===== src/md5_message_digest_unit_assert.svh =====
// assertion macros used by the md5 back end
// each expects clk and rst_n in the scope where it is used
`ifndef MD5_MESSAGE_DIGEST_UNIT_ASSERT_SVH
`define MD5_MESSAGE_DIGEST_UNIT_ASSERT_SVH

// condition in this cycle implies a condition in the same cycle
`define MD5_ASSERT_IMPLIES(label, pre, post) \
    label: assert property (@(posedge clk) disable iff (!rst_n) (pre) |-> (post)) \
        else $error("md5 check failed: same-cycle implication");

// condition in this cycle implies a condition in the next cycle
`define MD5_ASSERT_NEXT(label, pre, post) \
    label: assert property (@(posedge clk) disable iff (!rst_n) (pre) |=> (post)) \
        else $error("md5 check failed: next-cycle implication");

`endif


===== src/md5_pkg.sv =====
package md5_pkg;

    // depth of the queue between front and back
    localparam int QUEUE_DEPTH = 4;

    // block geometry
    localparam int BLOCK_BYTES = 64;
    localparam int BLOCK_WORDS = BLOCK_BYTES / 4;
    localparam int ROUNDS      = 64;
    localparam int COUNT_W     = 61;

    // chaining word initial values
    localparam logic [31:0] INIT_A = 32'h67452301;
    localparam logic [31:0] INIT_B = 32'hefcdab89;
    localparam logic [31:0] INIT_C = 32'h98badcfe;
    localparam logic [31:0] INIT_D = 32'h10325476;

    // padding
    localparam logic [7:0] PAD_MARKER = 8'h80;
    localparam logic [5:0] LEN_OFFSET = 6'd56;
    localparam logic [3:0] LEN_LO_WORD = 4'd14;
    localparam logic [3:0] LEN_HI_WORD = 4'd15;

    typedef struct packed {
        logic [7:0] data_byte;
        logic       byte_valid;
        logic       end_of_message;
    } in_item_t;

    typedef struct packed {
        logic [31:0] digest_word;
        logic [1:0]  word_index;
        logic        last_word;
    } out_item_t;

    // classified request handed from front to back
    typedef struct packed {
        logic       has_byte;
        logic       ends;
        logic [7:0] data;
    } op_t;

    typedef enum logic [2:0] {
        ST_IDLE,
        ST_LOAD,
        ST_ROUND,
        ST_FOLD,
        ST_EMIT
    } state_t;

    // additive constant of each round
    function automatic logic [31:0] step_const(input logic [5:0] r);
        logic [31:0] k;
        case (r)
            6'd0:  k = 32'hd76aa478;
            6'd1:  k = 32'he8c7b756;
            6'd2:  k = 32'h242070db;
            6'd3:  k = 32'hc1bdceee;
            6'd4:  k = 32'hf57c0faf;
            6'd5:  k = 32'h4787c62a;
            6'd6:  k = 32'ha8304613;
            6'd7:  k = 32'hfd469501;
            6'd8:  k = 32'h698098d8;
            6'd9:  k = 32'h8b44f7af;
            6'd10: k = 32'hffff5bb1;
            6'd11: k = 32'h895cd7be;
            6'd12: k = 32'h6b901122;
            6'd13: k = 32'hfd987193;
            6'd14: k = 32'ha679438e;
            6'd15: k = 32'h49b40821;
            6'd16: k = 32'hf61e2562;
            6'd17: k = 32'hc040b340;
            6'd18: k = 32'h265e5a51;
            6'd19: k = 32'he9b6c7aa;
            6'd20: k = 32'hd62f105d;
            6'd21: k = 32'h02441453;
            6'd22: k = 32'hd8a1e681;
            6'd23: k = 32'he7d3fbc8;
            6'd24: k = 32'h21e1cde6;
            6'd25: k = 32'hc33707d6;
            6'd26: k = 32'hf4d50d87;
            6'd27: k = 32'h455a14ed;
            6'd28: k = 32'ha9e3e905;
            6'd29: k = 32'hfcefa3f8;
            6'd30: k = 32'h676f02d9;
            6'd31: k = 32'h8d2a4c8a;
            6'd32: k = 32'hfffa3942;
            6'd33: k = 32'h8771f681;
            6'd34: k = 32'h6d9d6122;
            6'd35: k = 32'hfde5380c;
            6'd36: k = 32'ha4beea44;
            6'd37: k = 32'h4bdecfa9;
            6'd38: k = 32'hf6bb4b60;
            6'd39: k = 32'hbebfbc70;
            6'd40: k = 32'h289b7ec6;
            6'd41: k = 32'heaa127fa;
            6'd42: k = 32'hd4ef3085;
            6'd43: k = 32'h04881d05;
            6'd44: k = 32'hd9d4d039;
            6'd45: k = 32'he6db99e5;
            6'd46: k = 32'h1fa27cf8;
            6'd47: k = 32'hc4ac5665;
            6'd48: k = 32'hf4292244;
            6'd49: k = 32'h432aff97;
            6'd50: k = 32'hab9423a7;
            6'd51: k = 32'hfc93a039;
            6'd52: k = 32'h655b59c3;
            6'd53: k = 32'h8f0ccc92;
            6'd54: k = 32'hffeff47d;
            6'd55: k = 32'h85845dd1;
            6'd56: k = 32'h6fa87e4f;
            6'd57: k = 32'hfe2ce6e0;
            6'd58: k = 32'ha3014314;
            6'd59: k = 32'h4e0811a1;
            6'd60: k = 32'hf7537e82;
            6'd61: k = 32'hbd3af235;
            6'd62: k = 32'h2ad7d2bb;
            6'd63: k = 32'heb86d391;
            default: k = 32'h0;
        endcase
        return k;
    endfunction

    // left rotate amount of each round
    function automatic logic [4:0] rot_amt(input logic [5:0] r);
        logic [4:0] s;
        case ({r[5:4], r[1:0]})
            4'h0: s = 5'd7;
            4'h1: s = 5'd12;
            4'h2: s = 5'd17;
            4'h3: s = 5'd22;
            4'h4: s = 5'd5;
            4'h5: s = 5'd9;
            4'h6: s = 5'd14;
            4'h7: s = 5'd20;
            4'h8: s = 5'd4;
            4'h9: s = 5'd11;
            4'ha: s = 5'd16;
            4'hb: s = 5'd23;
            4'hc: s = 5'd6;
            4'hd: s = 5'd10;
            4'he: s = 5'd15;
            4'hf: s = 5'd21;
            default: s = 5'd0;
        endcase
        return s;
    endfunction

    // message word used by each round
    function automatic logic [3:0] msg_index(input logic [5:0] r);
        logic [3:0] i4;
        logic [3:0] g;
        i4 = r[3:0];
        case (r[5:4])
            2'd0:    g = i4;
            2'd1:    g = (i4 << 2) + i4 + 4'd1;
            2'd2:    g = (i4 << 1) + i4 + 4'd5;
            2'd3:    g = (i4 << 3) - i4;
            default: g = i4;
        endcase
        return g;
    endfunction

    // boolean function of each quarter
    function automatic logic [31:0] round_fn(input logic [1:0] q, input logic [31:0] b,
                                             input logic [31:0] c, input logic [31:0] d);
        logic [31:0] f;
        case (q)
            2'd0:    f = (b & c) | (~b & d);
            2'd1:    f = (b & d) | (c & ~d);
            2'd2:    f = b ^ c ^ d;
            2'd3:    f = c ^ (b | ~d);
            default: f = b ^ c ^ d;
        endcase
        return f;
    endfunction

endpackage


===== src/md5_queue.sv =====
module md5_queue #(
    parameter int DEPTH = md5_pkg::QUEUE_DEPTH
) (
    input  logic         clk,
    input  logic         rst_n,
    input  logic         push_valid,
    input  md5_pkg::op_t push_op,
    output logic         push_ready,
    output logic         pop_valid,
    output md5_pkg::op_t pop_op,
    input  logic         pop_ready
);

    localparam int PTR_W = (DEPTH > 1) ? $clog2(DEPTH) : 1;
    localparam int CNT_W = $clog2(DEPTH + 1);
    localparam logic [PTR_W-1:0] LAST_PTR = PTR_W'(DEPTH - 1);
    localparam logic [CNT_W-1:0] FULL_CNT = CNT_W'(DEPTH);

    md5_pkg::op_t     slot_reg [DEPTH];
    logic [PTR_W-1:0] wr_ptr_reg;
    logic [PTR_W-1:0] wr_ptr_next;
    logic [PTR_W-1:0] rd_ptr_reg;
    logic [PTR_W-1:0] rd_ptr_next;
    logic [CNT_W-1:0] count_reg;
    logic [CNT_W-1:0] count_next;
    logic             do_push;
    logic             do_pop;

    assign push_ready = (count_reg != FULL_CNT);
    assign pop_valid  = (count_reg != '0);
    assign pop_op     = slot_reg[rd_ptr_reg];
    assign do_push    = push_valid && push_ready;
    assign do_pop     = pop_valid && pop_ready;

    // pointer and fill count update
    always_comb
    begin
        wr_ptr_next = wr_ptr_reg;
        rd_ptr_next = rd_ptr_reg;
        count_next  = count_reg;
        if (do_push)
        begin
            wr_ptr_next = (wr_ptr_reg == LAST_PTR) ? '0 : wr_ptr_reg + 1'b1;
        end
        if (do_pop)
        begin
            rd_ptr_next = (rd_ptr_reg == LAST_PTR) ? '0 : rd_ptr_reg + 1'b1;
        end
        if (do_push && !do_pop)
        begin
            count_next = count_reg + 1'b1;
        end
        else if (do_pop && !do_push)
        begin
            count_next = count_reg - 1'b1;
        end
    end

    always_ff @(posedge clk or negedge rst_n)
    begin
        if (!rst_n)
        begin
            wr_ptr_reg <= '0;
            rd_ptr_reg <= '0;
            count_reg  <= '0;
        end
        else
        begin
            wr_ptr_reg <= wr_ptr_next;
            rd_ptr_reg <= rd_ptr_next;
            count_reg  <= count_next;
        end
    end

    // storage
    always_ff @(posedge clk)
    begin
        if (do_push)
        begin
            slot_reg[wr_ptr_reg] <= push_op;
        end
    end

endmodule


===== config.mk =====
export PLATFORM = sky130hd
export DESIGN_NAME = md5_queue
export DESIGN_NICKNAME = d
export VERILOG_FILES = /design/src/md5_message_digest_unit_assert.svh /design/src/md5_pkg.sv /design/src/md5_queue.sv
export SDC_FILE = /design/constraint.sdc
export NUM_CORES = 1
export LEC_CHECK = 0
export BUFFER_PORTS_ARGS = -buffer_cell sky130_fd_sc_hd__buf_2
export CAP_MARGIN = 15
export CORE_UTILIZATION = 45
export CTS_CLUSTER_DIAMETER = 40
export DETAILED_ROUTE_END_ITERATION = 8
export PLACE_DENSITY = 0.73
export SLEW_MARGIN = 30
export SYNTH_ARGS = -nofsm -noshare
export SYNTH_HDL_FRONTEND = slang
export SYNTH_SLANG_ARGS = --single-unit

===== constraint.sdc =====
create_clock -name clk -period 2.9 [get_ports clk]
set_clock_uncertainty 0.05 [all_clocks]
set_input_delay 0.58 -clock clk [delete_from_list [all_inputs] [get_ports clk]]
set_output_delay 0.58 -clock clk [all_outputs]
set_load 0.05 [all_outputs]

==> impl_metrics.json, run 1 <==
{
  "cts-htree-levels": 2,
  "routabilityCongestion": 0.6274,
  "cts.reportedPaths.clkPinSlew_ns": 0.08,
  "drv_cap": 0,
  "netlist.area_leader.share_pct": 63.91,
  "pre_cts_slack_ns": 0.6192,
  "drc": 0,
  "dieHeight_um": 66.63,
  "synth.net_count": 109,
  "grt_usage_pct": 15.64,
  "core_area_um2": 4000,
  "final_area_um2": 2145,
  "routed_via_density": 5.260,
  "tightest_slew_ns": 0.6989,
  "die_area_um2": 4439,
  "ant_nets": 0,
  "syn-cell-area_um2": 1879,
  "cts-resized-gates": 0,
  "wl_mm": 2.923,
  "rows": 23,
  "tns_ns": 0,
  "clockBufferDepth": 2,
  "final-hold-violation-count": 0,
  "synth-seq-cells": 47,
  "pin_count": 26,
  "critPathRequiredTime_ns": 2.27,
  "finalNonFillerCells": 169,
  "top_usage_layer": "met2",
  "grt_pass1_vias": 953,
  "post_cts_buffers": 0,
  "nFillCells": 310,
  "final_max_slew_viol_count": 0,
  "dp_cells": 161,
  "yosysMostFrequentCell": "edfxtp_1",
  "critical_path.max_fanout": 13,
  "insertion_delay_ns": 0.30,
  "p_per_area_nw_per_um2": 1121,
  "async_reset_ff_share_pct": 14.89,
  "use_met3_pct": 6.164,
  "setup_viol": 0,
  "grt_pass1_wl_mm": 4.705,
  "ys_seq_area_share_pct": 73.24,
  "grt_use_met1_pct": 18.47,
  "max-vdd-ir-drop_mv": 0.5256,
  "use_met2_pct": 25.00,
  "dpl_cell_area_um2": 2058,
  "grt-ovfl-total": 0,
  "antenna_found_initial": 0,
  "syn_inst": 88,
  "cp-end-kind": "primary output",
  "drive_above_1_share_pct": 45.38,
  "rsz0062_at_grt": "false",
  "synth_common_cells": "edfxtp_1, mux4_2, dfrtp_1",
  "synth.avg_cell_area_um2": 21.36,
  "numCtsBuffers": 5,
  "cts_hold_buf": 0,
  "wl_per_cell_um": 17.30,
  "power_mw": 2.405,
  "clockRootBuffer": "clkbuf_8",
  "worstSetupPathType": "flip-flop to primary output",
  "hp-class": "primary input to async pin",
  "largest_register_ffs": 40,
  "grt_max_degree": 16,
  "synth.distinct_cells": 18,
  "max_slew_margin_pct": 53.41,
  "p_leak_nw": 0.7990,
  "period_minus_slack_ns": 2.544,
  "timing.hold.ws_ns": 0.05428,
  "first_pass_iters": 2,
  "vias": 889,
  "synth_edf_count": 40,
  "ys_warn_count": 0,
  "clock.fmax_mhz": 393.1,
  "utilization_pct": 53.61,
  "seqCellArea_um2": 1376,
  "start_kind": "flip-flop",
  "diodes": 0,
  "initial_core_util_pct": 46.98,
  "ys.flop_type": "edfxtp_1",
  "finalNetCount": 139,
  "port_buffers": 25,
  "status": "completed",
  "dp_hpwl_mm": 2.031,
  "drt_iter0_drc": 49,
  "cts_sinks": 47,
  "synthTopCellsByArea": "edfxtp_1, mux4_2, dfrtp_1, ha_1, mux2_2",
  "die_w_um": 66.63,
  "fin_ws_ns": 0.3562,
  "min_period_over_period_pct": 87.72,
  "cp.arrival_ns": 1.91,
  "multi_input_area_um2": 483.0,
  "cts_tree": "done",
  "post-synth-top-area-cell": "edfxtp_1",
  "area_growth_pct": 14.11
}
[cells by family after synthesis]
| logic type | synth area share [%] |
|---|---|
| adders and majority gates | 5.060 |
| buffers and inverters | 1.065 |
| xor gates and xnor gates | 1.398 |
| and+or+nand+nor | 3.862 |
| muxes | 15.38 |
| DFF | 73.24 |
[layout by cell type (no fill, tap or decap), drive strengths merged]
cell type	instances
nand2	1
mux4	10
mux2	5
ha	6
buf	25
clkbuf	6
clkinv	2
xor2	2
edfxtp	40
or3b	1
fa	1
xnor2	1
or3	1
dfrtp	7
nor2	3
and3	4
inv	3
and2	1
[final cells by class]
type                       count  share of cell area [%]
tap                           50                   2.917
clock buffer                   6                   3.384
timing repair buffer          25                   5.834
inverter                       3                  0.5251
clock inverter                 2                  0.6418
multi-input combinational     36                   22.52
sequential                    47                   64.18
[where the power goes]
part           switching (mW)  leakage [nW]  internal, mW
sequential              0.146         0.449         0.910
clock                   0.209        0.0452         0.170
combinational           0.602         0.305         0.368
[critical path, stage by stage (launching register included)]
cell     delay (ns)
dfrtp_1        0.80
mux4_2         0.59
buf_2          0.22
[worst paths after layout]
path                                    start             to  slack, ns  cells past startpoint
min in group clk                 count_reg[2]   count_reg[2]       0.44                      1
worst min register to register   count_reg[2]   count_reg[2]       0.44                      1
worst max-delay path            rd_ptr_reg[0]      pop_op[2]       0.36                      2
worst min-delay path                    rst_n  wr_ptr_reg[1]       0.05                      1
worst max register to register   count_reg[0]   count_reg[2]       0.65                      8
max in group asynchronous               rst_n  rd_ptr_reg[1]       2.58                      1
[metal layers]
metal	wire length, µm	share of wire (%)
met5	0	0
met4	45	1.5
met3	129	4.4
met2	1546	53
met1	1202	41
Power figures use the tool's default switching activity.
==> inputs of run 2 (changes only) <==
--- a/config.mk
+++ b/config.mk
@@ -5,12 +5,13 @@
 export SDC_FILE = /design/constraint.sdc
 export NUM_CORES = 1
 export LEC_CHECK = 0
+export ABC_AREA = 1
 export BUFFER_PORTS_ARGS = -buffer_cell sky130_fd_sc_hd__buf_2
 export CAP_MARGIN = 15
 export CORE_UTILIZATION = 45
 export CTS_CLUSTER_DIAMETER = 40
 export DETAILED_ROUTE_END_ITERATION = 8
-export PLACE_DENSITY = 0.73
+export PLACE_DENSITY = 0.72
 export SLEW_MARGIN = 30
 export SYNTH_ARGS = -nofsm -noshare
 export SYNTH_HDL_FRONTEND = slang
==> run 2 against run 1 <==
- synthesized cell count is 99% higher
- worst hold slack better by 0.0017 ns
- total power increased by 6.0%
- utilization down 0.47 points
- clock-buffer cell count is 1 lower
- non-clock buffer count increased by 5
- first-iteration DRC count grew 18%
- fmax is 8.8% higher
- highest routed layer unchanged
==> impl_metrics.json, run 2 <==
{
  "status": "completed",
  "layout_common_cells": "nand2_1, edfxtp_1, inv_1",
  "p_per_area_nw_per_um2": 1094,
  "p_int_mw": 1.388,
  "power_mw": 2.549,
  "critical_path.max_fanout": 13,
  "timing.hold.ws_ns": 0.05601,
  "sw_frac_of_total_pct": 45.56,
  "cts_tree": "done",
  "tightest_slew_ns": 0.5005,
  "async_reset_ff_share_pct": 14.89,
  "dp_hpwl_mm": 2.126,
  "clockPowerShare_pct": 14.8,
  "drc": 0,
  "cts_hold_buf": 0,
  "critPathRequiredTime_ns": 2.27,
  "dp_cells": 251,
  "routabilityCongestion": 0.8215,
  "largest_register_ffs": 40,
  "synth-seq-cells": 47,
  "die_w_um": 69.94,
  "start_kind": "flip-flop",
  "ys_warn_count": 0,
  "synth_common_cells": "nand2_1, edfxtp_1, inv_1",
  "synthTopCellsByArea": "edfxtp_1, dfrtp_1, nand2_1, o211ai_1, inv_1",
  "layout_commonest_cell": "nand2_1",
  "core_area_um2": 4384,
  "wl_met1_mm": 1.489,
  "cts_sinks": 47,
  "die_area_um2": 4891,
  "final-hold-violation-count": 0,
  "dieHeight_um": 69.94,
  "hp-class": "primary input to async pin",
  "diodes": 0,
  "utilization_pct": 53.14,
  "routed_via_density": 4.722,
  "area_growth_pct": 12.17,
  "first_pass_iters": 4,
  "fin_ws_ns": 0.5620,
  "worstSetupPathType": "flip-flop to primary output",
  "routed-wl-met3_um": 121,
  "grt_usage_pct": 14.47,
  "netlist.area_leader.share_pct": 57.83,
  "synth.net_count": 196,
  "post-synth-top-area-cell": "edfxtp_1",
  "route.met2.wl_mm": 1.443,
  "rows": 24,
  "share_comb_of_total_power_pct": 46.4,
  "ys.flop_type": "edfxtp_1",
  "drv_cap": 0,
  "cp-end-kind": "primary output",
  "p_leak_nw": 1.007,
  "post_cts_buffers": 0,
  "multi_input_area_um2": 509.2,
  "pre_cts_slack_ns": 0.8604,
  "clockBufferDepth": 2,
  "finalNonFillerCells": 259,
  "min_period_over_period_pct": 80.62,
  "wl_per_cell_um": 12.04,
  "final_area_um2": 2330,
  "regToRegEndpoint": "count_reg[1]",
  "yosysMostFrequentCell": "nand2_1",
  "period_minus_slack_ns": 2.338,
  "max_slew_margin_pct": 66.51,
  "rr_startpoint": "count_reg[0]",
  "cts.reportedPaths.clkPinSlew_ns": 0.08,
  "clock.fmax_mhz": 427.7,
  "initial_core_util_pct": 47.37,
  "syn_inst": 175,
  "insertion_delay_ns": 0.29,
  "port_buffers": 25,
  "pin_count": 26,
  "finalNetCount": 227,
  "numCtsBuffers": 5,
  "dpl_cell_area_um2": 2241,
  "wl_mm": 3.118,
  "cts-htree-levels": 2,
  "syn-cell-area_um2": 2077,
  "p_sw_mw": 1.161,
  "synth_edf_count": 40,
  "rr_worst_depth": 9,
  "cp.arrival_ns": 1.71,
  "cts-resized-gates": 0,
  "synth.avg_cell_area_um2": 11.87,
  "clockRootBuffer": "clkbuf_8",
  "max-vdd-ir-drop_mv": 0.5175,
  "nFillCells": 376,
  "drive_above_1_share_pct": 20.29,
  "tns_ns": 0,
  "power_frac_seq_pct": 38.8,
  "vias": 1223,
  "rrSetupSlack_ns": 1.01,
  "seqCellArea_um2": 1376,
  "ant_nets": 0,
  "rsz0062_at_grt": "false",
  "antenna_found_initial": 0,
  "grt_pass1_wl_mm": 5.292,
  "highest_layer": "met4",
  "ys_seq_area_share_pct": 66.27,
  "grt_max_degree": 44,
  "synth.distinct_cells": 18,
  "drt_iter0_drc": 58,
  "grt-ovfl-total": 0,
  "grt_pass1_vias": 1114,
  "setup_viol": 0,
  "final_max_slew_viol_count": 0
}
run 2: routing by layer:
metal,GRT usage [%],up-vias
met5,0,-
met4,6.000,0
met3,4.618,5
met2,22.44,22
met1,18.88,551
li1,-,645
run 2: area by class of cell:
class	instances	area share, %
clock buffers	5	2.954
clock inverters	3	0.8593
inverters	34	5.478
multi-input cells	88	21.86
flip-flops and latches	47	59.08
well taps	52	2.793
repair buffers	30	6.982
run 2: cells by family (layout without fill, tap and decap cells):
logic type | Yosys count | after routing | share of synthesized area [%]
simple gates | 59 | 59 | 11.81
flops | 47 | 47 | 66.27
buf+inv | 40 | 72 | 9.216
compound gates | 21 | 21 | 7.711
fa+ha+maj | 7 | 7 | 4.578
xor+xnor | 1 | 1 | 0.4218
run 2: worst max-delay path by stage:
| stage | start | endpoint | slack, ns | depth (start not counted) |
|---|---|---|---|---|
| finish | rd_ptr_reg[1] | pop_op[7] | 0.56 | 4 |
| global route | rd_ptr_reg[1] | pop_op[3] | 0.41 | 4 |
| CTS | rd_ptr_reg[1] | pop_op[7] | 0.53 | 4 |
| detailed placement | rd_ptr_reg[1] | pop_op[4] | 0.86 | 4 |
| global placement | rd_ptr_reg[1] | pop_op[4] | 0.87 | 4 |
| floorplan | count_reg[0] | count_reg[1] | 0.86 | 9 |
run 2: critical path: stages (launching register included):
cell      delay (ns)
dfrtp_1         0.55
inv_1           0.36
o211ai_1        0.14
nand2_1         0.10
buf_2           0.26
run 2: power groups by stage:
stage | Clock [mW] | Combinational [mW] | Sequential (mW)
finish | 0.377 | 1.18 | 0.988
global route | 0.415 | 1.31 | 1.01
CTS | 0.390 | 1.20 | 0.990
detailed placement | 0 | 1.20 | 1.01
global placement | 0 | 1.18 | 1.00
floorplan | 0 | 1.01 | 0.976
