`config.mk`:
```
export PLATFORM = sky130hd
export DESIGN_NAME = md5_back_flat
export DESIGN_NICKNAME = d
export VERILOG_FILES = /design/src/md5_pkg.sv /design/src/md5_chan_if.sv /design/src/md5_back.sv /design/src/flat_wrapper.sv
export VERILOG_INCLUDE_DIRS = /design/src /design/src/src
export SDC_FILE = /design/constraint.sdc
export NUM_CORES = 1
export LEC_CHECK = 0
export BUFFER_PORTS_ARGS = -buffer_cell sky130_fd_sc_hd__buf_2
export CAP_MARGIN = 25
export CORE_ASPECT_RATIO = 0.7
export CORE_MARGIN = 5
export CORE_UTILIZATION = 40
export CTS_BUF_LIST = sky130_fd_sc_hd__clkbuf_8
export CTS_CLUSTER_SIZE = 28
export DETAILED_ROUTE_END_ITERATION = 16
export GPL_TIMING_DRIVEN = 1
export PLACE_DENSITY = 0.71
export SLEW_MARGIN = 0
export SYNTH_ARGS = -nofsm -noshare
export SYNTH_HDL_FRONTEND = slang
export SYNTH_SLANG_ARGS = --single-unit
```
`constraint.sdc`:
```
create_clock -name clk -period 1.7 [get_ports clk]
set_clock_uncertainty 0.2 [all_clocks]
set_input_delay 0.17 -clock clk [delete_from_list [all_inputs] [get_ports clk]]
set_output_delay 0.17 -clock clk [all_outputs]
set_load 0.01 [all_outputs]
```
`src/md5_message_digest_unit_assert.svh`:
```
// assertion macros used by the md5 back end
// each expects clk and rst_n in the scope where it is used
`ifndef MD5_MESSAGE_DIGEST_UNIT_ASSERT_SVH
`define MD5_MESSAGE_DIGEST_UNIT_ASSERT_SVH

// condition in this cycle implies a condition in the same cycle
`define MD5_ASSERT_IMPLIES(label, pre, post) \
    label: assert property (@(posedge clk) disable iff (!rst_n) (pre) |-> (post)) \
        else $error("md5 check failed: same-cycle implication");

// condition in this cycle implies a condition in the next cycle
`define MD5_ASSERT_NEXT(label, pre, post) \
    label: assert property (@(posedge clk) disable iff (!rst_n) (pre) |=> (post)) \
        else $error("md5 check failed: next-cycle implication");

`endif

```
`src/md5_pkg.sv`:
```
package md5_pkg;

    // depth of the queue between front and back
    localparam int QUEUE_DEPTH = 4;

    // block geometry
    localparam int BLOCK_BYTES = 64;
    localparam int BLOCK_WORDS = BLOCK_BYTES / 4;
    localparam int ROUNDS      = 64;
    localparam int COUNT_W     = 61;

    // chaining word initial values
    localparam logic [31:0] INIT_A = 32'h67452301;
    localparam logic [31:0] INIT_B = 32'hefcdab89;
    localparam logic [31:0] INIT_C = 32'h98badcfe;
    localparam logic [31:0] INIT_D = 32'h10325476;

    // padding
    localparam logic [7:0] PAD_MARKER = 8'h80;
    localparam logic [5:0] LEN_OFFSET = 6'd56;
    localparam logic [3:0] LEN_LO_WORD = 4'd14;
    localparam logic [3:0] LEN_HI_WORD = 4'd15;

    typedef struct packed {
        logic [7:0] data_byte;
        logic       byte_valid;
        logic       end_of_message;
    } in_item_t;

    typedef struct packed {
        logic [31:0] digest_word;
        logic [1:0]  word_index;
        logic        last_word;
    } out_item_t;

    // classified request handed from front to back
    typedef struct packed {
        logic       has_byte;
        logic       ends;
        logic [7:0] data;
    } op_t;

    typedef enum logic [2:0] {
        ST_IDLE,
        ST_LOAD,
        ST_ROUND,
        ST_FOLD,
        ST_EMIT
    } state_t;

    // additive constant of each round
    function automatic logic [31:0] step_const(input logic [5:0] r);
        logic [31:0] k;
        case (r)
            6'd0:  k = 32'hd76aa478;
            6'd1:  k = 32'he8c7b756;
            6'd2:  k = 32'h242070db;
            6'd3:  k = 32'hc1bdceee;
            6'd4:  k = 32'hf57c0faf;
            6'd5:  k = 32'h4787c62a;
            6'd6:  k = 32'ha8304613;
            6'd7:  k = 32'hfd469501;
            6'd8:  k = 32'h698098d8;
            6'd9:  k = 32'h8b44f7af;
            6'd10: k = 32'hffff5bb1;
            6'd11: k = 32'h895cd7be;
            6'd12: k = 32'h6b901122;
            6'd13: k = 32'hfd987193;
            6'd14: k = 32'ha679438e;
            6'd15: k = 32'h49b40821;
            6'd16: k = 32'hf61e2562;
            6'd17: k = 32'hc040b340;
            6'd18: k = 32'h265e5a51;
            6'd19: k = 32'he9b6c7aa;
            6'd20: k = 32'hd62f105d;
            6'd21: k = 32'h02441453;
            6'd22: k = 32'hd8a1e681;
            6'd23: k = 32'he7d3fbc8;
            6'd24: k = 32'h21e1cde6;
            6'd25: k = 32'hc33707d6;
            6'd26: k = 32'hf4d50d87;
            6'd27: k = 32'h455a14ed;
            6'd28: k = 32'ha9e3e905;
            6'd29: k = 32'hfcefa3f8;
            6'd30: k = 32'h676f02d9;
            6'd31: k = 32'h8d2a4c8a;
            6'd32: k = 32'hfffa3942;
            6'd33: k = 32'h8771f681;
            6'd34: k = 32'h6d9d6122;
            6'd35: k = 32'hfde5380c;
            6'd36: k = 32'ha4beea44;
            6'd37: k = 32'h4bdecfa9;
            6'd38: k = 32'hf6bb4b60;
            6'd39: k = 32'hbebfbc70;
            6'd40: k = 32'h289b7ec6;
            6'd41: k = 32'heaa127fa;
            6'd42: k = 32'hd4ef3085;
            6'd43: k = 32'h04881d05;
            6'd44: k = 32'hd9d4d039;
            6'd45: k = 32'he6db99e5;
            6'd46: k = 32'h1fa27cf8;
            6'd47: k = 32'hc4ac5665;
            6'd48: k = 32'hf4292244;
            6'd49: k = 32'h432aff97;
            6'd50: k = 32'hab9423a7;
            6'd51: k = 32'hfc93a039;
            6'd52: k = 32'h655b59c3;
            6'd53: k = 32'h8f0ccc92;
            6'd54: k = 32'hffeff47d;
            6'd55: k = 32'h85845dd1;
            6'd56: k = 32'h6fa87e4f;
            6'd57: k = 32'hfe2ce6e0;
            6'd58: k = 32'ha3014314;
            6'd59: k = 32'h4e0811a1;
            6'd60: k = 32'hf7537e82;
            6'd61: k = 32'hbd3af235;
            6'd62: k = 32'h2ad7d2bb;
            6'd63: k = 32'heb86d391;
            default: k = 32'h0;
        endcase
        return k;
    endfunction

    // left rotate amount of each round
    function automatic logic [4:0] rot_amt(input logic [5:0] r);
        logic [4:0] s;
        case ({r[5:4], r[1:0]})
            4'h0: s = 5'd7;
            4'h1: s = 5'd12;
            4'h2: s = 5'd17;
            4'h3: s = 5'd22;
            4'h4: s = 5'd5;
            4'h5: s = 5'd9;
            4'h6: s = 5'd14;
            4'h7: s = 5'd20;
            4'h8: s = 5'd4;
            4'h9: s = 5'd11;
            4'ha: s = 5'd16;
            4'hb: s = 5'd23;
            4'hc: s = 5'd6;
            4'hd: s = 5'd10;
            4'he: s = 5'd15;
            4'hf: s = 5'd21;
            default: s = 5'd0;
        endcase
        return s;
    endfunction

    // message word used by each round
    function automatic logic [3:0] msg_index(input logic [5:0] r);
        logic [3:0] i4;
        logic [3:0] g;
        i4 = r[3:0];
        case (r[5:4])
            2'd0:    g = i4;
            2'd1:    g = (i4 << 2) + i4 + 4'd1;
            2'd2:    g = (i4 << 1) + i4 + 4'd5;
            2'd3:    g = (i4 << 3) - i4;
            default: g = i4;
        endcase
        return g;
    endfunction

    // boolean function of each quarter
    function automatic logic [31:0] round_fn(input logic [1:0] q, input logic [31:0] b,
                                             input logic [31:0] c, input logic [31:0] d);
        logic [31:0] f;
        case (q)
            2'd0:    f = (b & c) | (~b & d);
            2'd1:    f = (b & d) | (c & ~d);
            2'd2:    f = b ^ c ^ d;
            2'd3:    f = c ^ (b | ~d);
            default: f = b ^ c ^ d;
        endcase
        return f;
    endfunction

endpackage

```
`src/md5_chan_if.sv`:
```
interface md5_chan_if #(
    parameter type payload_t = logic
);
    logic     valid;
    logic     ready;
    payload_t data;

    modport source (output valid, output data, input ready);
    modport sink   (input valid, input data, output ready);
endinterface

```
`src/md5_back.sv`:
```
`include "md5_message_digest_unit_assert.svh"

module md5_back (
    input  logic         clk,
    input  logic         rst_n,
    input  logic         op_valid,
    input  md5_pkg::op_t op,
    output logic         op_pop,
    md5_chan_if.source   out_ch
);

    localparam logic [5:0] LAST_ROUND = 6'(md5_pkg::ROUNDS - 1);
    localparam logic [6:0] FULL_LIM   = 7'(md5_pkg::BLOCK_BYTES);
    localparam logic [5:0] LAST_POS   = 6'(md5_pkg::BLOCK_BYTES - 1);

    md5_pkg::state_t  state_reg;
    md5_pkg::state_t  state_next;
    logic [5:0]       round_reg;
    logic [5:0]       round_next;
    logic [31:0]      a_reg, b_reg, c_reg, d_reg;
    logic [31:0]      a_next, b_next, c_next, d_next;
    logic [31:0]      chain_reg [4];
    logic [31:0]      chain_next [4];
    logic [md5_pkg::COUNT_W-1:0] cnt_reg;
    logic [md5_pkg::COUNT_W-1:0] cnt_next;
    logic             end_pend_reg, end_pend_next;
    logic [6:0]       lim_reg, lim_next;
    logic             mark_reg, mark_next;
    logic             len_reg, len_next;
    logic [1:0]       emit_idx_reg, emit_idx_next;
    logic             out_valid_reg, out_valid_next;
    md5_pkg::out_item_t out_item_reg;

    // block buffer, sixteen little-endian words
    logic [31:0]      buf_mem [md5_pkg::BLOCK_WORDS];
    logic [31:0]      rd_data_reg;
    logic [3:0]       rd_g_reg;
    logic             mem_we;
    logic [3:0]       mem_waddr;
    logic [1:0]       mem_wlane;
    logic [3:0]       mem_raddr;
    logic             emit_load;

    // round datapath signals
    logic [31:0]      w_word;
    logic [31:0]      sum;
    logic [63:0]      rot_dbl;
    logic [31:0]      rot_out;
    logic [5:0]       pad_pos;
    logic             full_block;

    // message word with padding and length folded in
    always_comb
    begin
        logic [6:0] idx;
        w_word = '0;
        for (int lane = 0; lane < 4; lane++)
        begin
            idx = {1'b0, rd_g_reg, 2'(lane)};
            if (idx < lim_reg)
            begin
                w_word[8*lane +: 8] = rd_data_reg[8*lane +: 8];
            end
            else if (mark_reg && (idx == lim_reg))
            begin
                w_word[8*lane +: 8] = md5_pkg::PAD_MARKER;
            end
        end
        if (len_reg && (rd_g_reg == md5_pkg::LEN_LO_WORD))
        begin
            w_word = {cnt_reg[28:0], 3'b000};
        end
        else if (len_reg && (rd_g_reg == md5_pkg::LEN_HI_WORD))
        begin
            w_word = cnt_reg[60:29];
        end
    end

    // one md5 step
    assign sum     = a_reg + md5_pkg::round_fn(round_reg[5:4], b_reg, c_reg, d_reg)
                   + md5_pkg::step_const(round_reg) + w_word;
    assign rot_dbl = {sum, sum} << md5_pkg::rot_amt(round_reg);
    assign rot_out = rot_dbl[63:32];

    // padding position and block-full test for the request at the head
    assign full_block = op.has_byte && (cnt_reg[5:0] == LAST_POS);
    assign pad_pos    = op.has_byte ? cnt_reg[5:0] + 6'd1 : cnt_reg[5:0];

    // next state
    always_comb
    begin
        state_next = state_reg;
        case (state_reg)
            md5_pkg::ST_IDLE:
            begin
                if (op_valid && (full_block || op.ends))
                begin
                    state_next = md5_pkg::ST_LOAD;
                end
            end
            md5_pkg::ST_LOAD:
            begin
                state_next = md5_pkg::ST_ROUND;
            end
            md5_pkg::ST_ROUND:
            begin
                if (round_reg == LAST_ROUND)
                begin
                    state_next = md5_pkg::ST_FOLD;
                end
            end
            md5_pkg::ST_FOLD:
            begin
                if (len_reg)
                begin
                    state_next = md5_pkg::ST_EMIT;
                end
                else if (mark_reg || end_pend_reg)
                begin
                    state_next = md5_pkg::ST_LOAD;
                end
                else
                begin
                    state_next = md5_pkg::ST_IDLE;
                end
            end
            md5_pkg::ST_EMIT:
            begin
                if (emit_load && (emit_idx_reg == 2'd3))
                begin
                    state_next = md5_pkg::ST_IDLE;
                end
            end
            default:
            begin
                state_next = md5_pkg::ST_IDLE;
            end
        endcase
    end

    // control outputs of the sequencer
    always_comb
    begin
        op_pop    = 1'b0;
        mem_we    = 1'b0;
        mem_waddr = cnt_reg[5:2];
        mem_wlane = cnt_reg[1:0];
        mem_raddr = md5_pkg::msg_index(round_reg + 6'd1);
        emit_load = 1'b0;
        case (state_reg)
            md5_pkg::ST_IDLE:
            begin
                op_pop = op_valid;
                mem_we = op_valid && op.has_byte;
            end
            md5_pkg::ST_LOAD:
            begin
                mem_raddr = md5_pkg::msg_index(6'd0);
            end
            md5_pkg::ST_EMIT:
            begin
                emit_load = !out_valid_reg || out_ch.ready;
            end
            default:
            begin
                op_pop = 1'b0;
            end
        endcase
    end

    // datapath next values
    always_comb
    begin
        round_next     = round_reg;
        a_next         = a_reg;
        b_next         = b_reg;
        c_next         = c_reg;
        d_next         = d_reg;
        chain_next     = chain_reg;
        cnt_next       = cnt_reg;
        end_pend_next  = end_pend_reg;
        lim_next       = lim_reg;
        mark_next      = mark_reg;
        len_next       = len_reg;
        emit_idx_next  = emit_idx_reg;
        out_valid_next = out_valid_reg && !out_ch.ready;
        case (state_reg)
            md5_pkg::ST_IDLE:
            begin
                if (op_valid)
                begin
                    if (op.has_byte)
                    begin
                        cnt_next = cnt_reg + 1'b1;
                    end
                    end_pend_next = op.ends;
                    if (full_block)
                    begin
                        lim_next  = FULL_LIM;
                        mark_next = 1'b0;
                        len_next  = 1'b0;
                    end
                    else if (op.ends)
                    begin
                        lim_next  = {1'b0, pad_pos};
                        mark_next = 1'b1;
                        len_next  = (pad_pos < md5_pkg::LEN_OFFSET);
                    end
                end
            end
            md5_pkg::ST_LOAD:
            begin
                round_next = '0;
                a_next     = chain_reg[0];
                b_next     = chain_reg[1];
                c_next     = chain_reg[2];
                d_next     = chain_reg[3];
            end
            md5_pkg::ST_ROUND:
            begin
                round_next = round_reg + 6'd1;
                a_next     = d_reg;
                d_next     = c_reg;
                c_next     = b_reg;
                b_next     = b_reg + rot_out;
            end
            md5_pkg::ST_FOLD:
            begin
                chain_next[0] = chain_reg[0] + a_reg;
                chain_next[1] = chain_reg[1] + b_reg;
                chain_next[2] = chain_reg[2] + c_reg;
                chain_next[3] = chain_reg[3] + d_reg;
                if (len_reg)
                begin
                    emit_idx_next = '0;
                end
                else if (mark_reg)
                begin
                    // marker block done, length goes in a block of its own
                    lim_next  = '0;
                    mark_next = 1'b0;
                    len_next  = 1'b1;
                end
                else if (end_pend_reg)
                begin
                    // full block ended the message, pad from its start
                    lim_next  = '0;
                    mark_next = 1'b1;
                    len_next  = 1'b1;
                end
            end
            md5_pkg::ST_EMIT:
            begin
                if (emit_load)
                begin
                    out_valid_next = 1'b1;
                    emit_idx_next  = emit_idx_reg + 2'd1;
                    if (emit_idx_reg == 2'd3)
                    begin
                        chain_next[0] = md5_pkg::INIT_A;
                        chain_next[1] = md5_pkg::INIT_B;
                        chain_next[2] = md5_pkg::INIT_C;
                        chain_next[3] = md5_pkg::INIT_D;
                        cnt_next      = '0;
                        end_pend_next = 1'b0;
                        len_next      = 1'b0;
                        mark_next     = 1'b0;
                    end
                end
            end
            default:
            begin
                round_next = round_reg;
            end
        endcase
    end

    // control and chaining registers
    always_ff @(posedge clk or negedge rst_n)
    begin
        if (!rst_n)
        begin
            state_reg     <= md5_pkg::ST_IDLE;
            round_reg     <= '0;
            chain_reg[0]  <= md5_pkg::INIT_A;
            chain_reg[1]  <= md5_pkg::INIT_B;
            chain_reg[2]  <= md5_pkg::INIT_C;
            chain_reg[3]  <= md5_pkg::INIT_D;
            cnt_reg       <= '0;
            end_pend_reg  <= 1'b0;
            lim_reg       <= FULL_LIM;
            mark_reg      <= 1'b0;
            len_reg       <= 1'b0;
            emit_idx_reg  <= '0;
            out_valid_reg <= 1'b0;
        end
        else
        begin
            state_reg     <= state_next;
            round_reg     <= round_next;
            chain_reg     <= chain_next;
            cnt_reg       <= cnt_next;
            end_pend_reg  <= end_pend_next;
            lim_reg       <= lim_next;
            mark_reg      <= mark_next;
            len_reg       <= len_next;
            emit_idx_reg  <= emit_idx_next;
            out_valid_reg <= out_valid_next;
        end
    end

    // working variables
    always_ff @(posedge clk)
    begin
        a_reg <= a_next;
        b_reg <= b_next;
        c_reg <= c_next;
        d_reg <= d_next;
    end

    // block buffer write and registered read
    always_ff @(posedge clk)
    begin
        if (mem_we)
        begin
            buf_mem[mem_waddr][8*mem_wlane +: 8] <= op.data;
        end
        rd_data_reg <= buf_mem[mem_raddr];
        rd_g_reg    <= mem_raddr;
    end

    // digest output register
    always_ff @(posedge clk)
    begin
        if (emit_load)
        begin
            out_item_reg.digest_word <= chain_reg[emit_idx_reg];
            out_item_reg.word_index  <= emit_idx_reg;
            out_item_reg.last_word   <= (emit_idx_reg == 2'd3);
        end
    end

    assign out_ch.valid = out_valid_reg;
    assign out_ch.data  = out_item_reg;

    `MD5_ASSERT_NEXT(a_load_starts_round, state_reg == md5_pkg::ST_LOAD, (state_reg == md5_pkg::ST_ROUND) && (round_reg == 6'd0))
    `MD5_ASSERT_NEXT(a_last_round_folds, (state_reg == md5_pkg::ST_ROUND) && (round_reg == LAST_ROUND), state_reg == md5_pkg::ST_FOLD)
    `MD5_ASSERT_IMPLIES(a_pop_only_idle, op_pop, state_reg == md5_pkg::ST_IDLE)
    `MD5_ASSERT_IMPLIES(a_marker_fits_length, (state_reg == md5_pkg::ST_ROUND) && len_reg && mark_reg, lim_reg < 7'd56)

endmodule

```
`src/flat_wrapper.sv`:
```
// flat-port wrapper written by rule: the top's interface ports become plain ports
module md5_back_flat 
  (clk, rst_n, op_valid, op, op_pop, out_ch_valid, out_ch_data, out_ch_ready);
  md5_chan_if out_ch_i ();
  input  logic clk;
  input  logic rst_n;
  input  logic op_valid;
  input  md5_pkg::op_t op;
  output logic op_pop;
  output wire logic [$bits(out_ch_i.valid)-1:0] out_ch_valid;
  output wire logic [$bits(out_ch_i.data)-1:0] out_ch_data;
  input wire logic [$bits(out_ch_i.ready)-1:0] out_ch_ready;
  assign out_ch_valid = out_ch_i.valid;
  assign out_ch_data = out_ch_i.data;
  assign out_ch_i.ready = out_ch_ready;
  md5_back u_core (.clk(clk), .rst_n(rst_n), .op_valid(op_valid), .op(op), .op_pop(op_pop), .out_ch(out_ch_i));
endmodule
```
==> out/results.txt, run 1 <==
The share of synthesized area in the top cell type comes to 40.3%. Summing the areas of all xor and xnor instances in the mapped netlist gives 2.02% of the synthesized area. The synthesized-area fraction occupied by adder cells is 2.88%, and the endpoint arrival time on the critical path is 1690 ps. The die boundary height came out at 57.8 um. The total number of yosys warnings is 0, and the number of distinct library cell variants in the gate-level netlist after synthesis is 41. For the final count of negative-setup-slack endpoints, the log shows 2.

Counting instances in the post-synthesis netlist gives the leading cell types as 21 x dfrtp_1, 16 x nand2_1, 16 x o21ai_0. The fraction of layout cells with a size suffix above 1 is 29.1%, and the count of boundary I/O pins is 17. Power share of the combinational group: 52.0%. Of the post-synthesis cell area, the part taken by muxes is 0.768%.

For the clock insertion delay at the later pin of the skew report, the log shows 270 ps. The slew at the pin with the worst max-slew slack was 471 ps; the maximum number of pins on one net before global-route repair was 22. The placed instances occupy a cell area of 1460 um2. Cells fill 51.9% of the core in the end. The total iterations of the first detailed-routing run is 4, and the share of power burned in registers is 33.8%. Critical path capture point type: a flop.

The delay contributed by the slowest stage of the critical path works out to 420 ps. The share of total power consumed by net switching was 40.7%; the number of placement rows was 17. The analysis attributes to cell leakage a power of 0.720 nW. Most common flop cell mapped by yosys: dfrtp_1. The tools report the worst hold slack after final layout as 40.6 ps.

TritonCTS built the clock tree. Detailed placement finished with a half-perimeter wire length of 2240 um. Clock share of power: 14.2%. After synthesis, the share of flip-flops with an asynchronous set or reset is 95.5%. Among all stages on the critical path, the largest delay is contributed by dfrtp_1. Root buffer cell: clkbuf_8. Sorting the synthesized cells by area gives the leading types as dfrtp_1 40%, o21ai_0 6.1%, nand2_1 4.6%, a21oi_1 4.2%, nor2_1 3.5%. The routed via count divided by cell count came out at 5.72. For this block, the initial DRC count from the detailed router was 149. Global routing consumed, over all layers together, 13.8% of the routing resources. STA puts the critical path data required time at 1660 ps. The number of nets in the synthesized netlist is 167. The synthesized instance count came out at 150. dfrtp_1 takes more of the synthesized area than any other cell.

TritonCTS created 3 clock buffers. The worst relative slew slack came out at 68.6%. The flow ran to the end, but the final reports show violations.

Compared with the post-synthesis result, the final layout area differs by 25.2%. The run gives 0 as the overall overflow remaining after global route. Once the floorplan was initialized, standard cells occupied 41.4% of the core.

In this run the worst path has a maximum fanout of 3. The logs give 0.820 for the placer's final routability congestion estimate and -57.7 ps for the total negative slack for setup checks. The total placed cells including tap cells was 204; the synthesized-area fraction occupied by and/or/nand/nor cells was 22.6%. The number of violations of the max-capacitance limit is 0.

The wire length of the first global-routing pass was 5060 um; the number of enable flip-flop cells after synthesis was 1. Once layout is done, the placed cells without fillers occupy 1630 um2. After layout, the minimum clock period comes to 1730 ps.

The peak ir drop on the vdd network is 1.03 mV. Summing the areas of all compound-gate instances in the mapped netlist gives 23.5% of the synthesized area. Traced cell by cell, the critical path runs through ha_4 > nand2_2 > o21ai_2 > a211o_1 > o21a_1 > o211a_1.

The number of antenna violations at the first check in global routing was 0. The checks that failed: negative setup slack. Dividing total power by cell area gives a power density of 1640 nW/um2. The repair_antennas step left the layout with diodes totalling 0.

The worst setup path is launched from a flop. From left edge to right edge, the die measures 78.2 um. The remaining antenna violation count came out at 0. After synthesis the netlist holds a flip-flop and latch count of 22. The core region is 3150 um2. In the final design database the tool counted 193 nets.

Leaving out filler cells and counting taps, the final layout contains 213. After detailed routing, the average wire length per cell comes to 15.0 um. For the total power of the final layout, the log shows 2.68 mW. The start-to-end type of the worst setup path is flop to flop. The routed design has 3190 um of wire. Clock tree synthesis found a total of 22 sinks. The number of vias in the routed layout is 1218, and the maximum level of the CTS H-tree is 1. Input and output buffers added on the ports amount to 8. The number of cells on the worst reg-to-reg path is 6.

The mean cell area of the mapped netlist was 8.69 um2. For the area of the die, the log shows 4520 um2. The path class of the tightest hold or removal check is input pin to flop. After synthesis the cells add up to 1300 um2.

The logs give 0.578 GHz for the timing-limited maximum frequency and 1167 for the number of global-route vias before repair. The analysis attributes to net switching a power of 1.09 mW. The post-CTS clock slew at the launch and capture registers of the worst setup and hold paths was 90 ps; the part of the cycle the worst path needs was 102%. Along the worst hold path, the cell count comes to 3. The total internal power was 1.59 mW. OpenSTA, run right after detailed placement, puts the worst setup slack at -95.6 ps.

The tools report the number of fillers in the final layout as 280. The most instantiated library cell after synthesis was dfrtp_1. Summing the sequential cell areas from Yosys gives 42.6% of the chip area. The remaining routing DRC violations is 0.

After synthesis, the largest family of logic cells by area is compound AO/OA/AOI/OAI gates. For the final setup slack of the worst path, the log shows -29.1 ps. Setup repair after global routing could not meet its margin everywhere.

The logs give 0 for the count of endpoints failing hold in the final timing report and 0 for the number of slew-limit violations in the final report. The tools report the number of buffers between clock root and the deepest sink as 2.
## kinds of logic (layout without fill, tap and decap cells)
kind of cell,Yosys count,in the layout
adder cells (fa/ha/maj),3,3
multiplexers,1,1
AO/OA/AOI/OAI,47,47
buffers and inverters,15,40
XOR/XNOR,3,3
AND/OR/NAND/NOR,59,59
flip-flops,22,22
## layout by cell type, fill, tap and decap left out, types with 2 or more instances in the layout
cell type  instances
and2_1             2
nand2_1           12
xnor2_1            2
inv_1              7
buf_6              2
nand3_2            2
buf_4             17
a21oi_2            2
nor2_1            10
nand3_1            5
o21a_1             2
a22oi_1            2
nand3b_1           3
nand4_1            2
o211a_1            2
and3_1             3
buf_2              9
a21oi_1           10
nor3_1             7
o22ai_1            2
nand2_2            4
nand2b_1           3
clkbuf_8           4
o21ai_0           16
dfrtp_1           20
## power by group through the flow
stage / clock (mW) / combinational [mW] / sequential [mW]
final: 0.381 / 1.39 / 0.903
after global routing: 0.413 / 1.53 / 0.931
after CTS: 0.389 / 1.25 / 0.876
after detailed placement: 0 / 1.20 / 0.887
after global placement: 0 / 1.14 / 0.874
after floorplan: 0 / 0.832 / 0.844
## worst paths after layout
path                                        startpoint                     end  slack, ps
worst max register to register       u_core.cnt_reg[1]         u_core.mark_reg        -30
min in group asynchronous                        rst_n     u_core.round_reg[4]        190
worst max-delay path                 u_core.cnt_reg[1]         u_core.mark_reg        -30
worst min-delay path                      out_ch_ready     u_core.out_ch.valid         40
max in group asynchronous                        rst_n     u_core.state_reg[0]        770
worst min register to register  u_core.emit_idx_reg[0]  u_core.emit_idx_reg[0]        320
## per-layer routing
metal	vias up	track usage (%)	share of wire [%]
met5	-	0	0
met4	0	6.48	2.1
met3	10	3.26	5.3
met2	40	23.4	48
met1	577	16.9	45
li1	591	-	-
## critical path: cells and delay by family, from the launching register on
| family | cells | cell delay [ps] |
|---|---|---|
| compound gates | 4 | 720 |
| fa+ha+maj | 1 | 190 |
| flops | 1 | 420 |
| simple gates | 1 | 100 |
## final cells by class
| class | instances | area, um2 | area share, % |
|---|---|---|---|
| flip-flops and latches | 22 | 557 | 34.1 |
| inverters | 7 | 26.3 | 1.61 |
| multi-input cells | 113 | 742 | 45.4 |
| clock buffers | 4 | 55.1 | 3.37 |
| well taps | 38 | 47.5 | 2.91 |
| repair buffers | 29 | 205 | 12.6 |
## what timing repair did
item | CTS | global route
setup buffers | 2 | 2
hold buffers | 1 | 0
pin swaps | 4 | 4
gates resized for setup | 5 | 16
setup endpoints to repair | 3 | 6
hold endpoints to repair | 21 | 0
gates cloned | 0 | 1
Power figures use the tool's default switching activity.
==> run 2, diff against run 1 <==
--- a/config.mk
+++ b/config.mk
@@ -10,12 +10,12 @@
 export CAP_MARGIN = 25
 export CORE_ASPECT_RATIO = 0.7
 export CORE_MARGIN = 5
-export CORE_UTILIZATION = 40
+export CORE_UTILIZATION = 53
 export CTS_BUF_LIST = sky130_fd_sc_hd__clkbuf_8
 export CTS_CLUSTER_SIZE = 28
 export DETAILED_ROUTE_END_ITERATION = 16
 export GPL_TIMING_DRIVEN = 1
-export PLACE_DENSITY = 0.71
+export PLACE_DENSITY = 0.87
 export SLEW_MARGIN = 0
 export SYNTH_ARGS = -nofsm -noshare
 export SYNTH_HDL_FRONTEND = slang
==> run 2 against run 1 <==
  * Setup slack got worse by 58 ps
  * Sequential share of layout area increased by 0.050 points
  * The run still ends with negative setup slack left
  * Global-route usage increased by 5.8 points
  * Largest cell class unchanged
  * Cell count decreased by 1.9%
  * Power increased by 1.8%
  * First-iteration DRC count decreased by 42%
  * Wire length increased by 9.4%
==> out/results.txt, run 2 (same netlist as run 1, synthesis figures left out) <==
The run finished, with violations left. The checks that failed: negative setup slack. Across all layers, the routed design uses 1302 vias. Root buffer cell: clkbuf_8. For the overall overflow remaining after global route, the log shows 0.

The tools report the nature of the critical path startpoint as a flop. STA classifies the critical path endpoint as a flop. Routed wire length: 3490 um.

The final layout contains 193 nets. The detail route stage leaves a number of antenna-violating nets equal to 0. The die boundary height came out at 51.5 um. The number of slew-limit violations in the final report was 0. The layout has 187 filler cells. Summing all flip-flop and latch instances after layout gives 558 um2.

Setup repair after global routing could not meet its margin everywhere. The path class of the tightest hold or removal check is input pin to flop. In the routed design, unresolved DRC markers number 0. The tools report the number of violations of the max-capacitance limit as 0. TritonCTS built the clock tree.

In this run the worst path has a maximum fanout of 3. The number of antenna violations at the first check in global routing came out at 0. The worst hold slack after final layout came out at 53.4 ps. The tools report the worst setup slack for register-to-register paths as -90 ps. STA puts the critical path data required time at 1660 ps.

Entering global routing, the biggest net connects 22 pins. In this run, the number of DRC markers left after iteration 0 of detailed routing was 87. Area of the die: 3570 um2.

The critical path in this run is classified as flop to flop. The clock passes through at most 2 buffers. The leakage power was 0.732 nW.

The endpoint arrival time on the critical path is 1740 ps, and the detailed-route wire length per cell is 16.7 um. The run gives 13.9% as the clock share of power. Count of input and output buffers: 8.

Post-CTS clock slew at the launch and capture registers of the worst setup and hold paths: 90 ps. The maximum level of the CTS H-tree is 1, and the power share of the combinational group is 52.4%. The share of power burned in registers is 33.8%, and the total placed cells including tap cells is 199. Power comes to 2.72 mW.

The total power divided by cell area came out at 1670 nW/um2. The wire length of the first global-routing pass came out at 5640 um. The logs give 1226 for the number of global-route vias before repair and 68.2% for the worst relative slew slack. The total internal power was 1.59 mW; the slew at the pin with the worst max-slew slack was 476 ps.

Once layout is complete, the cells apart from fillers number 209. The part of the cycle the worst path needs came out at 105%. Counting the buffers created by CTS gives 3. Placed standard-cell area: 1450 um2.

The total area inside the core boundary comes to 2400 um2. For this configuration, the core starts out at a cell density of 54.3%. In the final layout, the multi-input gates occupy 737 um2. At the later pin of the worst-skew pair, clock insertion delay measures 260 ps.

Setup violations remaining at the end of the flow were counted as 4. The peak ir drop on the vdd network is 0.801 mV. The run gives -87.4 ps as the final setup slack of the worst path. The number of placement rows is 15.

From synthesis to final layout, the design area changed by 25.3%. The top cell types in the final layout, fill and taps aside, are 19 x dfrtp_1, 16 x buf_4, 14 x o21ai_0. The run gives 0.559 GHz as the timing-limited maximum frequency. After detailed routing, the number of vias per cell comes to 6.23.

The share of total power consumed by net switching came out at 41.7%. The fraction of layout cells with a size suffix above 1 was 28.6%. The horizontal extent of the die was 69.3 um.

For the count of boundary I/O pins, the log shows 17. Global routing consumed, over all layers together, 19.7% of the routing resources. After routing the design area is 1630 um2. The first TritonRoute pass finished after 4 iterations.

The shortest clock period the worst path allows after layout works out to 1790 ps. Detailed placement finished with a half-perimeter wire length of 2080 um. OpenSTA, run right after detailed placement, puts the worst setup slack at -73.3 ps. The number of antenna diodes in the final layout is 0.

Summed over all nets, the switching power comes to 1.14 mW. The logs give 22 for the total number of clock tree sinks and 0 for the count of endpoints failing hold in the final timing report. Leaving out fill and tap cells, the most frequent cell in the layout is dfrtp_1. The tools report the placer's final routability congestion estimate as 0.801.
==> run 2: worst paths after layout <==
path                                           to              startpoint  depth (start not counted)
min                           u_core.out_ch.valid            out_ch_ready                          3
max in group asynchronous     u_core.state_reg[2]                   rst_n                          2
min in group asynchronous     u_core.state_reg[0]                   rst_n                          2
max                                u_core.len_reg     u_core.state_reg[0]                          6
max reg2reg                        u_core.len_reg     u_core.state_reg[0]                          6
min reg2reg                u_core.emit_idx_reg[0]  u_core.emit_idx_reg[0]                          1
==> run 2: through the flow <==
stage          utilization (%)  setup TNS (ps)
5_1_grt                   68.0            -446
4_1_cts                   65.3           -58.6
6_report                  68.0            -180
3_3_place_gp              60.4           -69.1
3_5_place_dp              60.4            -142
2_1_floorplan                -           -84.9
==> run 2: cell type report <==
cell class / count / share of cell area, %
sequential: 22 / 34.2
clock buffer: 4 / 3.37
tap: 34 / 2.60
inverter: 7 / 1.61
timing repair buffer: 29 / 13.2
multi-input combinational: 113 / 45.1
==> run 2: critical path, cell delays in order (launching register included) <==
cell,delay [ps]
dfrtp_1,410
buf_6,130
or3b_4,410
o211a_4,170
o311ai_4,90
nand3b_1,120
o211a_1,150
==> run 2: layer usage <==
layer / wire length [um] / global-route usage [%]
met5: 0 / 0
met4: 140 / 3.90
met3: 231 / 4.44
met2: 1590 / 34.8
met1: 1520 / 25.0
==> run 2: power groups by stage <==
stage / Clock (mW) / Sequential, mW / Combinational [mW]
3_5_place_dp: 0 / 0.896 / 1.15
6_report: 0.378 / 0.920 / 1.43
4_1_cts: 0.386 / 0.902 / 1.27
5_1_grt: 0.407 / 0.947 / 1.57
3_3_place_gp: 0 / 0.882 / 1.09
2_1_floorplan: 0 / 0.844 / 0.832
==> run 2: timing repair <==
action | in CTS | in global routing
hold buffers | 1 | 0
cloned | 0 | 0
setup buffers | 2 | 4
resized for setup | 11 | 13
endpoints found under the hold margin | 21 | 0
endpoints found under the setup margin | 4 | 10
pin swaps | 4 | 6
